File: src/rtl/hsv2rgb_pkg.sv
`timescale 1ns / 1ps

package hsv2rgb_pkg;

	// port widths
	localparam int HUE_BITS     = 10;
	localparam int PORT_BITS    = 8;

	// channel arithmetic
	localparam int CHANNEL_BITS = 8;
	localparam int MAXC         = (1 << CHANNEL_BITS) - 1;
	localparam int SECTOR_DEG   = 60;
	localparam int NUM_SECTORS  = 6;
	localparam int DEN          = SECTOR_DEG * MAXC;
	localparam int DEN_W        = $clog2(DEN + 1);
	localparam int PROD_P_W     = 2 * CHANNEL_BITS;
	localparam int PROD_Q_W     = CHANNEL_BITS + DEN_W;
	localparam int RECIP_W      = CHANNEL_BITS + 2;
	localparam logic [RECIP_W-1:0] RECIP_P =
		RECIP_W'((64'd1 << PROD_P_W) / MAXC);
	localparam logic [RECIP_W-1:0] RECIP_Q =
		RECIP_W'((64'd1 << PROD_Q_W) / DEN);

	// hue decode: hue is offset by whole sectors so it is never negative
	localparam int REM_W            = $clog2(SECTOR_DEG);
	localparam int SEC_W            = 3;
	localparam int HUE_U_W          = HUE_BITS + 1;
	localparam int HUE_OFS_SECTORS  = 9;
	localparam int HUE_OFS          = HUE_OFS_SECTORS * SECTOR_DEG;
	localparam int SEC_ADJ          = (NUM_SECTORS - HUE_OFS_SECTORS % NUM_SECTORS)
		% NUM_SECTORS;
	localparam int HUE_RECIP_SHIFT  = 16;
	localparam int HUE_RECIP_W      = 11;
	localparam logic [HUE_RECIP_W-1:0] HUE_RECIP =
		HUE_RECIP_W'((1 << HUE_RECIP_SHIFT) / SECTOR_DEG + 1);
	localparam int QUOT_W           = 5;

	typedef logic [CHANNEL_BITS-1:0] chan_t;

	typedef enum logic [SEC_W-1:0] {
		SEC_RED_YELLOW   = 3'd0,
		SEC_YELLOW_GREEN = 3'd1,
		SEC_GREEN_CYAN   = 3'd2,
		SEC_CYAN_BLUE    = 3'd3,
		SEC_BLUE_MAGENTA = 3'd4,
		SEC_MAGENTA_RED  = 3'd5
	} sector_t;

endpackage

File: src/rtl/hsv_to_rgb_converter_unit.sv
`timescale 1ns / 1ps

// HSV to RGB pixel converter. One item (hue in degrees, saturation, value) is
// taken on every clock edge with start high; busy never rises, so start may be
// held high for a continuous pixel stream. Each result appears on red, green
// and blue with done high for exactly one cycle, in the order the items came
// in, having passed through the seven-stage pipeline (hue decode, sector
// remainder, numerators, value multiply, reciprocal estimate, quotient
// correction, channel select). Results must be taken when they appear. Hue
// wraps modulo 360 degrees, saturation zero gives grey and value zero gives
// black; channels are truncated, not rounded.
module hsv_to_rgb_converter_unit (
	input  logic                                       clk,
	input  logic                                       arst_n,
	input  logic                                       start,
	output logic                                       busy,
	input  logic signed [hsv2rgb_pkg::HUE_BITS-1:0]    hue,
	input  logic        [hsv2rgb_pkg::PORT_BITS-1:0]   saturation,
	input  logic        [hsv2rgb_pkg::PORT_BITS-1:0]   brightness,
	output logic                                       done,
	output logic        [hsv2rgb_pkg::PORT_BITS-1:0]   red,
	output logic        [hsv2rgb_pkg::PORT_BITS-1:0]   green,
	output logic        [hsv2rgb_pkg::PORT_BITS-1:0]   blue
);

	localparam int CB   = hsv2rgb_pkg::CHANNEL_BITS;
	localparam int DW   = hsv2rgb_pkg::DEN_W;
	localparam int PPW  = hsv2rgb_pkg::PROD_P_W;
	localparam int PQW  = hsv2rgb_pkg::PROD_Q_W;
	localparam int RW   = hsv2rgb_pkg::RECIP_W;
	localparam int HUW  = hsv2rgb_pkg::HUE_U_W;
	localparam int HRW  = hsv2rgb_pkg::HUE_RECIP_W;
	localparam int HRS  = hsv2rgb_pkg::HUE_RECIP_SHIFT;
	localparam int QW   = hsv2rgb_pkg::QUOT_W;
	localparam int REMW = hsv2rgb_pkg::REM_W;

	// valid bits
	logic valid_s1, valid_s2, valid_s3, valid_s4, valid_s5, valid_s6, valid_s7;

	// stage 1: offset hue and sector estimate
	logic [HUW-1:0]               hue_u;
	logic [HUW+HRW-1:0]           hue_prod;
	logic [HUW-1:0]               hue_u_s1;
	logic [QW-1:0]                quot_s1;
	hsv2rgb_pkg::chan_t           s_s1, v_s1;

	// stage 2: remainder and sector
	logic [HUW+QW-1:0]            quot_deg;
	logic [HUW-1:0]               rem_full;
	logic [QW:0]                  sec_sum;
	logic [QW:0]                  sec_mod;
	logic [REMW-1:0]              rem_s2;
	hsv2rgb_pkg::sector_t         sec_s2;
	hsv2rgb_pkg::chan_t           s_s2, v_s2;

	// stage 3: numerators
	logic [CB+REMW-1:0]           sr, st;
	logic [REMW-1:0]              rem_inv;
	logic [CB-1:0]                pn_s3;
	logic [DW-1:0]                qn_s3, tn_s3;
	hsv2rgb_pkg::chan_t           v_s3;
	hsv2rgb_pkg::sector_t         sec_s3;

	// stage 4: value products
	logic [PPW-1:0]               prod_p_s4;
	logic [PQW-1:0]               prod_q_s4, prod_t_s4;
	hsv2rgb_pkg::sector_t         sec_s4;

	// stage 5: quotient estimates, low by at most one
	logic [PPW+RW-1:0]            est_p_full;
	logic [PQW+RW-1:0]            est_q_full, est_t_full;
	hsv2rgb_pkg::chan_t           est_p_s5, est_q_s5, est_t_s5;
	logic [PPW-1:0]               prod_p_s5;
	logic [PQW-1:0]               prod_q_s5, prod_t_s5;
	hsv2rgb_pkg::sector_t         sec_s5;

	// stage 6: corrected quotients
	logic [PPW:0]                 rem_p;
	logic [PQW:0]                 rem_q, rem_t;
	hsv2rgb_pkg::chan_t           p_c, q_c, t_c;
	hsv2rgb_pkg::chan_t           p_s6, q_s6, t_s6, v_s6;
	hsv2rgb_pkg::sector_t         sec_s6;

	// stage 7: channel select
	hsv2rgb_pkg::chan_t           r_sel, g_sel, b_sel;
	hsv2rgb_pkg::chan_t           red_s7, green_s7, blue_s7;

	// value travels alongside for the select
	hsv2rgb_pkg::chan_t           v_s4, v_s5;

	assign busy = 1'b0;

	// control
	always_ff @(posedge clk or negedge arst_n) begin
		if (!arst_n) begin
			valid_s1 <= 1'b0;
			valid_s2 <= 1'b0;
			valid_s3 <= 1'b0;
			valid_s4 <= 1'b0;
			valid_s5 <= 1'b0;
			valid_s6 <= 1'b0;
			valid_s7 <= 1'b0;
		end else begin
			valid_s1 <= start;
			valid_s2 <= valid_s1;
			valid_s3 <= valid_s2;
			valid_s4 <= valid_s3;
			valid_s5 <= valid_s4;
			valid_s6 <= valid_s5;
			valid_s7 <= valid_s6;
		end
	end

	// stage 1
	always_comb begin
		hue_u    = {hue[hsv2rgb_pkg::HUE_BITS-1], hue} + HUW'(hsv2rgb_pkg::HUE_OFS);
		hue_prod = HUW'(hue_u) * (HUW+HRW)'(hsv2rgb_pkg::HUE_RECIP);
	end

	always_ff @(posedge clk) begin
		hue_u_s1 <= hue_u;
		quot_s1  <= hue_prod[HRS+QW-1:HRS];
		s_s1     <= CB'(saturation);
		v_s1     <= CB'(brightness);
	end

	// stage 2: sector is floor modulo six, undoing the offset
	always_comb begin
		quot_deg = (HUW+QW)'(quot_s1) * (HUW+QW)'(hsv2rgb_pkg::SECTOR_DEG);
		rem_full = hue_u_s1 - quot_deg[HUW-1:0];
		sec_sum  = (QW+1)'(quot_s1) + (QW+1)'(hsv2rgb_pkg::SEC_ADJ);
		sec_mod  = sec_sum;
		if (sec_mod >= (QW+1)'(3 * hsv2rgb_pkg::NUM_SECTORS)) begin
			sec_mod = sec_mod - (QW+1)'(3 * hsv2rgb_pkg::NUM_SECTORS);
		end else if (sec_mod >= (QW+1)'(2 * hsv2rgb_pkg::NUM_SECTORS)) begin
			sec_mod = sec_mod - (QW+1)'(2 * hsv2rgb_pkg::NUM_SECTORS);
		end else if (sec_mod >= (QW+1)'(hsv2rgb_pkg::NUM_SECTORS)) begin
			sec_mod = sec_mod - (QW+1)'(hsv2rgb_pkg::NUM_SECTORS);
		end
	end

	always_ff @(posedge clk) begin
		rem_s2 <= rem_full[REMW-1:0];
		sec_s2 <= hsv2rgb_pkg::sector_t'(sec_mod[hsv2rgb_pkg::SEC_W-1:0]);
		s_s2   <= s_s1;
		v_s2   <= v_s1;
	end

	// stage 3
	always_comb begin
		rem_inv = REMW'(hsv2rgb_pkg::SECTOR_DEG) - rem_s2;
		sr      = (CB+REMW)'(s_s2) * (CB+REMW)'(rem_s2);
		st      = (CB+REMW)'(s_s2) * (CB+REMW)'(rem_inv);
	end

	always_ff @(posedge clk) begin
		pn_s3  <= CB'(hsv2rgb_pkg::MAXC) - s_s2;
		qn_s3  <= DW'(hsv2rgb_pkg::DEN) - DW'(sr);
		tn_s3  <= DW'(hsv2rgb_pkg::DEN) - DW'(st);
		v_s3   <= v_s2;
		sec_s3 <= sec_s2;
	end

	// stage 4
	always_ff @(posedge clk) begin
		prod_p_s4 <= PPW'(v_s3) * PPW'(pn_s3);
		prod_q_s4 <= PQW'(v_s3) * PQW'(qn_s3);
		prod_t_s4 <= PQW'(v_s3) * PQW'(tn_s3);
		v_s4      <= v_s3;
		sec_s4    <= sec_s3;
	end

	// stage 5: multiply by truncated reciprocal
	always_comb begin
		est_p_full = (PPW+RW)'(prod_p_s4) * (PPW+RW)'(hsv2rgb_pkg::RECIP_P);
		est_q_full = (PQW+RW)'(prod_q_s4) * (PQW+RW)'(hsv2rgb_pkg::RECIP_Q);
		est_t_full = (PQW+RW)'(prod_t_s4) * (PQW+RW)'(hsv2rgb_pkg::RECIP_Q);
	end

	always_ff @(posedge clk) begin
		est_p_s5  <= est_p_full[PPW+CB-1:PPW];
		est_q_s5  <= est_q_full[PQW+CB-1:PQW];
		est_t_s5  <= est_t_full[PQW+CB-1:PQW];
		prod_p_s5 <= prod_p_s4;
		prod_q_s5 <= prod_q_s4;
		prod_t_s5 <= prod_t_s4;
		v_s5      <= v_s4;
		sec_s5    <= sec_s4;
	end

	// stage 6: bump the estimate when the remainder is still a full divisor
	always_comb begin
		rem_p = (PPW+1)'(prod_p_s5)
			- (PPW+1)'(est_p_s5) * (PPW+1)'(hsv2rgb_pkg::MAXC);
		rem_q = (PQW+1)'(prod_q_s5)
			- (PQW+1)'(est_q_s5) * (PQW+1)'(hsv2rgb_pkg::DEN);
		rem_t = (PQW+1)'(prod_t_s5)
			- (PQW+1)'(est_t_s5) * (PQW+1)'(hsv2rgb_pkg::DEN);
		p_c = est_p_s5 + CB'(rem_p >= (PPW+1)'(hsv2rgb_pkg::MAXC));
		q_c = est_q_s5 + CB'(rem_q >= (PQW+1)'(hsv2rgb_pkg::DEN));
		t_c = est_t_s5 + CB'(rem_t >= (PQW+1)'(hsv2rgb_pkg::DEN));
	end

	always_ff @(posedge clk) begin
		p_s6   <= p_c;
		q_s6   <= q_c;
		t_s6   <= t_c;
		v_s6   <= v_s5;
		sec_s6 <= sec_s5;
	end

	// stage 7: grey and black fall out of the formulas, p = q = t = v there
	always_comb begin
		case (sec_s6)
			hsv2rgb_pkg::SEC_RED_YELLOW: begin
				r_sel = v_s6; g_sel = t_s6; b_sel = p_s6;
			end
			hsv2rgb_pkg::SEC_YELLOW_GREEN: begin
				r_sel = q_s6; g_sel = v_s6; b_sel = p_s6;
			end
			hsv2rgb_pkg::SEC_GREEN_CYAN: begin
				r_sel = p_s6; g_sel = v_s6; b_sel = t_s6;
			end
			hsv2rgb_pkg::SEC_CYAN_BLUE: begin
				r_sel = p_s6; g_sel = q_s6; b_sel = v_s6;
			end
			hsv2rgb_pkg::SEC_BLUE_MAGENTA: begin
				r_sel = t_s6; g_sel = p_s6; b_sel = v_s6;
			end
			default: begin
				r_sel = v_s6; g_sel = p_s6; b_sel = q_s6;
			end
		endcase
	end

	always_ff @(posedge clk) begin
		red_s7   <= r_sel;
		green_s7 <= g_sel;
		blue_s7  <= b_sel;
	end

	assign done  = valid_s7;
	assign red   = hsv2rgb_pkg::PORT_BITS'(red_s7);
	assign green = hsv2rgb_pkg::PORT_BITS'(green_s7);
	assign blue  = hsv2rgb_pkg::PORT_BITS'(blue_s7);

endmodule
File: config.mk
export PLATFORM = sky130hd
export DESIGN_NAME = hsv_to_rgb_converter_unit
export DESIGN_NICKNAME = d
export VERILOG_FILES = /design/src/rtl/hsv2rgb_pkg.sv /design/src/rtl/hsv_to_rgb_converter_unit.sv
export SDC_FILE = /design/constraint.sdc
export NUM_CORES = 2
export LEC_CHECK = 0
export BUFFER_PORTS_ARGS = -buffer_cell sky130_fd_sc_hd__buf_2
export CAP_MARGIN = 20
export CELL_PAD_IN_SITES_DETAIL_PLACEMENT = 0
export CELL_PAD_IN_SITES_GLOBAL_PLACEMENT = 1
export CORE_MARGIN = 2
export CORE_UTILIZATION = 43
export DETAILED_ROUTE_END_ITERATION = 8
export PLACE_DENSITY = 0.68
export SYNTH_ARGS = -nofsm -noshare
export SYNTH_HDL_FRONTEND = slang
export SYNTH_SLANG_ARGS = --single-unit
File: constraint.sdc
create_clock -name clk -period 15.6 [get_ports clk]
set_input_delay 1.56 -clock clk [delete_from_list [all_inputs] [get_ports clk]]
set_output_delay 1.56 -clock clk [all_outputs]
set_load 0.01 [all_outputs]
Yosys cells after proc, flatten, opt, wreduce, memory -nomap -nowiden. Cells that the tools add are included.

Flip-flop bits (word level): 331. Input port bits: 29. Output and inout port bits: 26. Logic and storage cells: 91.

$add $sub $neg: 16. Multipliers: 13. $lt $le $gt $ge: 6. Eq/ne operators: 4. Mux-type cells: 6. Reductions and logical operators: 5.

Operators by type and width (number): 8-bit case mux with 3 select lines (3); 22-bit by 8-bit multiplier with 29-bit output (second input constant) (2); 23-bit by 14-bit greater-or-equal comparator with 1-bit output (second input constant) (2); 22-bit by 22-bit subtractor with 23-bit output (2); 8-bit by 14-bit multiplier with 22-bit output (2); 8-bit by 12-bit multiplier with 20-bit output (second input constant) (2); 8-bit by 6-bit multiplier with 14-bit output (2); 14-bit subtractor (first input constant) (2); 8-bit by 1-bit adder with 8-bit output (3); 16-bit by 9-bit multiplier with 24-bit output (second input constant) (1); 11-bit by 11-bit multiplier with 21-bit output (second input constant) (1); 17-bit by 8-bit greater-or-equal comparator with 1-bit output (second input constant) (1); 16-bit by 16-bit subtractor with 17-bit output (1); 8-bit by 8-bit multiplier with 16-bit output (1); 8-bit by 8-bit multiplier with 16-bit output (second input constant) (1); 11-bit by 10-bit adder with 11-bit output (second input constant) (1); 3-bit 2-to-1 mux (3); 2-bit OR reduction (4); 8-bit subtractor (first input constant) (1); 5-bit by 2-bit adder with 6-bit output (second input constant) (1); 3-bit by 2-bit equality test with 1-bit output (second input constant) (2); 6-bit by 3-bit greater-or-equal comparator with 1-bit output (second input constant) (1); 6-bit by 4-bit greater-or-equal comparator with 1-bit output (second input constant) (1); 6-bit by 5-bit greater-or-equal comparator with 1-bit output (second input constant) (1); other kinds (8) (9).

Logic depth before layout (Yosys ltp).
Depth after elaboration: 5. Gate-level depth with buffers: 32. Mapped depth without buffers: 31.

Least setup slack after synthesis. No wires, ideal clock.

Path kind: register to register. From: register est_t_s5[5]. To: register t_s6[7]. Arrival: 6.356 ns. Required time: 15.475 ns. Slack: 9.118 ns. Stages on the path, launching flop included: 29. Buffers on the path: 1. Path through: dfxtp_1 fa_1 inv_1 fa_1 inv_1 fa_1 fa_1 ha_1 or2_2 a31oi_1 nor2b_1 o21ai_1 a21o_1 xor2_1 ha_1 a21o_1 a21o_1 a311oi_1 a2111oi_0 o21ai_0 nor3_1 nand4_1 a2111oi_2 o2111ai_1 ha_1 and2_1 clkbuf_1 nand4_1 xnor2_1.

Cells in the longest elaborated chain, start to end: 4.

RTL lines: from (decl) (line hsv_to_rgb_converter_unit.sv:72) `hsv2rgb_pkg::chan_t est_p_s5, est_q_s5, est_t_s5;`; from (signal assigned) (line hsv_to_rgb_converter_unit.sv:183) `est_t_s5 <= est_t_full[PQW+CB-1:PQW];`; 8-bit by 12-bit multiplier with 20-bit output (line hsv_to_rgb_converter_unit.sv:198) `- (PQW+1)'(est_t_s5) * (PQW+1)'(hsv2rgb_pkg::DEN);`; 22-bit by 22-bit subtractor with 23-bit output (line hsv_to_rgb_converter_unit.sv:198); 23-bit by 14-bit greater-or-equal comparator with 1-bit output (line hsv_to_rgb_converter_unit.sv:201) `t_c = est_t_s5 + CB'(rem_t >= (PQW+1)'(hsv2rgb_pkg::DEN));`; 8-bit by 1-bit adder with 8-bit output (*) (line hsv_to_rgb_converter_unit.sv:201); net t_c[7] (line hsv_to_rgb_converter_unit.sv:80) `hsv2rgb_pkg::chan_t p_c, q_c, t_c;`; to (signal assigned) (line hsv_to_rgb_converter_unit.sv:207) `t_s6 <= t_c;`; to (decl) (line hsv_to_rgb_converter_unit.sv:81) `hsv2rgb_pkg::chan_t p_s6, q_s6, t_s6, v_s6;`.

The timed path passes the listed nets; every way through them passes the cells marked *.

Worst setup path after layout. Ends and elaborated chain as after synthesis.

==> metrics.txt <==
slowest library cell on the worst path=fa_1; drt total wl=65.1 mm; clk buf depth=3; final antenna-violating net count=0; number of diodes=0; Critical Path Max Stage Delay=0.68 ns; period utilization=0.469; Max-slew headroom=0.315; initial antenna violation count=1; number of global-route vias before repair=22800; most frequent cells in the layout=inv_1 (699), ha_1 (598), fa_1 (362); CTS tree=built; Seq cells post-synth=325; Worst path top cell family by delay=adder cells; final count of hold timing violations=0; width of the die=281 um; cell area after synthesis=32900 sq um; most used cell, CP=fa_1; ys async rst share=0.0215; count of final setup violators=0; Worst EP required=16.05 ns; Setup Crit Path Kind=flip-flop to flip-flop; DRC=0; Post-CTS Setup Bufs=0; TritonCTS buffer count=41; core region area=75800 sq um; Vias=22100; actual slew at the worst max-slew pin=1.02 ns; syn avg cell area=9.44 sq um; DRT iter0 DRCs=742; max cap viols=0; FP Rows=101; Placer Congestion=0.852; Setup crit end kind=flip-flop; number of flops mapped to enable cells by yosys=0; worst-path fanout max=8; Detailed Routing Iterations Pass 1=5; post-cts resize count=0; Yosys Warn Count=0; H-tree levels=2; number of distinct library cells after synthesis=81; Post-synth top flop=dfxtp_1; DIE AREA=78700 sq um; FMAX=137 MHz; commonest non-fill, non-tap cell in the layout=inv_1; Via density=4.87; nets@finish=4508; clock skew=0.0217 ns; GRT overflow=0; part of the Yosys area used for sequential elements=0.199; cell count after synthesis=3481; area growth from synthesis to layout=8.30%; global-route wire length before repair=113 mm; Clock transition at path regs=0.06 ns; outcome=complete, no violations; Final Slew Violations=0; crit path DAT=7.76 ns; RSZ-0062 raised after global routing=no; Register-to-Register Setup Slack=8.28 ns; CP Buf/Inv Count=2; HPWL Detailed=53.6 mm; crit path launch type=flip-flop; Placed Area=34200 sq um; Ports=55; largest net degree at the start of global routing=54; Setup TNS Final=0 ns; worst skew pair latency=0.57 ns; DIE HEIGHT=281 um; Final min period=7.32 ns; total track usage=0.176; Worst Hold Class=flip-flop to flip-flop; WL/cell=14.4 um; Starting Density=0.434; layout cell share with drive strength beyond 1=0.0512; CTS root buf=clkbuf_16; final instance area=35600 sq um; # hold bufs at CTS=0; Port Buffers=53; CTS Sinks=325; Mapped Nets=4470
worst reg2reg max path: stages, from the launching register on:
cell       delay, ns
dfxtp_1         0.46
fa_1            0.68
inv_1           0.08
fa_1            0.50
inv_1           0.06
fa_1            0.50
fa_1            0.49
ha_1            0.35
or2_2           0.31
a31oi_1         0.28
nor2b_1         0.09
o21ai_1         0.22
a21o_1          0.18
xor2_1          0.07
ha_1            0.40
a21o_1          0.20
a21o_1          0.15
a311oi_1        0.05
a2111oi_0       0.34
o21ai_0         0.17
nor3_1          0.17
nand4_1         0.16
a2111oi_2       0.31
o2111ai_1       0.30
ha_1            0.27
and2_1          0.21
nand4_1         0.13
xnor2_1         0.07
cells by family after synthesis:
group,synth area share
other,0.000114
adder cells (fa/ha/maj),0.448
AND/OR/NAND/NOR,0.118
multiplexers,0.0146
buffers and inverters,0.0877
XOR/XNOR,0.0477
AO/OA/AOI/OAI,0.0852
flip-flops,0.199
synth_stat cells (6+ instances only):
cell type,count,area share
a2111oi_0,6,0.0016
a211o_1,7,0.0019
a211oi_1,20,0.0046
a21boi_0,6,0.0014
a21o_1,55,0.013
a21oi_1,105,0.016
a31oi_1,11,0.0021
and2_1,176,0.033
and3_1,12,0.0023
buf_1,6,0.00068
clkbuf_1,58,0.0066
dfrtp_1,7,0.0053
dfxtp_1,318,0.19
fa_1,362,0.22
ha_1,598,0.23
inv_1,699,0.080
mux2_2,23,0.0079
mux2i_1,22,0.0067
nand2_1,287,0.033
nand2b_1,26,0.0049
nand3_1,38,0.0058
nand4_1,17,0.0032
nor2_1,107,0.012
nor2b_1,34,0.0065
nor3_1,46,0.0070
o2111ai_1,10,0.0027
o211ai_1,6,0.0014
o21a_1,24,0.0055
o21ai_0,72,0.011
o21ai_1,10,0.0015
o21bai_1,16,0.0037
o22ai_1,13,0.0025
o31ai_1,6,0.0014
or2_2,11,0.0021
or3_1,9,0.0017
xnor2_1,119,0.032
xor2_1,60,0.016
cell type report:
cell class | count | area, sq um
fillers | 7493 | 40200
multi-input cells | 2391 | 23500
flip-flops and latches | 325 | 6550
inverters | 699 | 2620
well taps | 978 | 1220
clock buffers | 51 | 1130
repair buffers | 61 | 325
clock inverters | 25 | 303
state kept, by name, indices dropped and copies added, names as in the netlist, 13 cells and up:
name and flops:
prod_p_s4 16, prod_p_s5 16, prod_q_s4 21, prod_q_s5 20, prod_t_s4 22, prod_t_s5 20, qn_s3 13, tn_s3 14
path summary, 6_finish.rpt:
path	to	cells after the start	from
worst min register to register	v_s6[3]	0	v_s5[3]
worst min-delay path	v_s6[3]	0	v_s5[3]
worst max-delay path	t_s6[7]	27	est_t_s5[5]
worst max register to register	t_s6[7]	27	est_t_s5[5]
min in group asynchronous	valid_s3	1	arst_n
max in group asynchronous	valid_s6	1	arst_n
routing by layer:
metal / GRT usage / wire length, um
met1: 0.251 / 33700
met2: 0.288 / 28900
met3: 0.0190 / 1550
met4: 0.0344 / 997
met5: 0 / 0
per-stage QoR:
| stage | utilization | worst slack [ns] | hold WS, ns | cells |
|---|---|---|---|---|
| after floorplan | - | 9.12 | 0.310 | 3481 |
| after global placement | 0.451 | 8.47 | 0.310 | 4454 |
| after detailed placement | 0.451 | 8.29 | 0.312 | 4454 |
| after CTS | 0.470 | 8.26 | 0.321 | 4530 |
| after global routing | 0.470 | 7.77 | 0.328 | 4530 |
| final | 0.470 | 8.28 | 0.318 | 4530 |
Power is not shown: default switching activity piles up to over one toggle a cycle in this logic, so the estimate is an artifact.
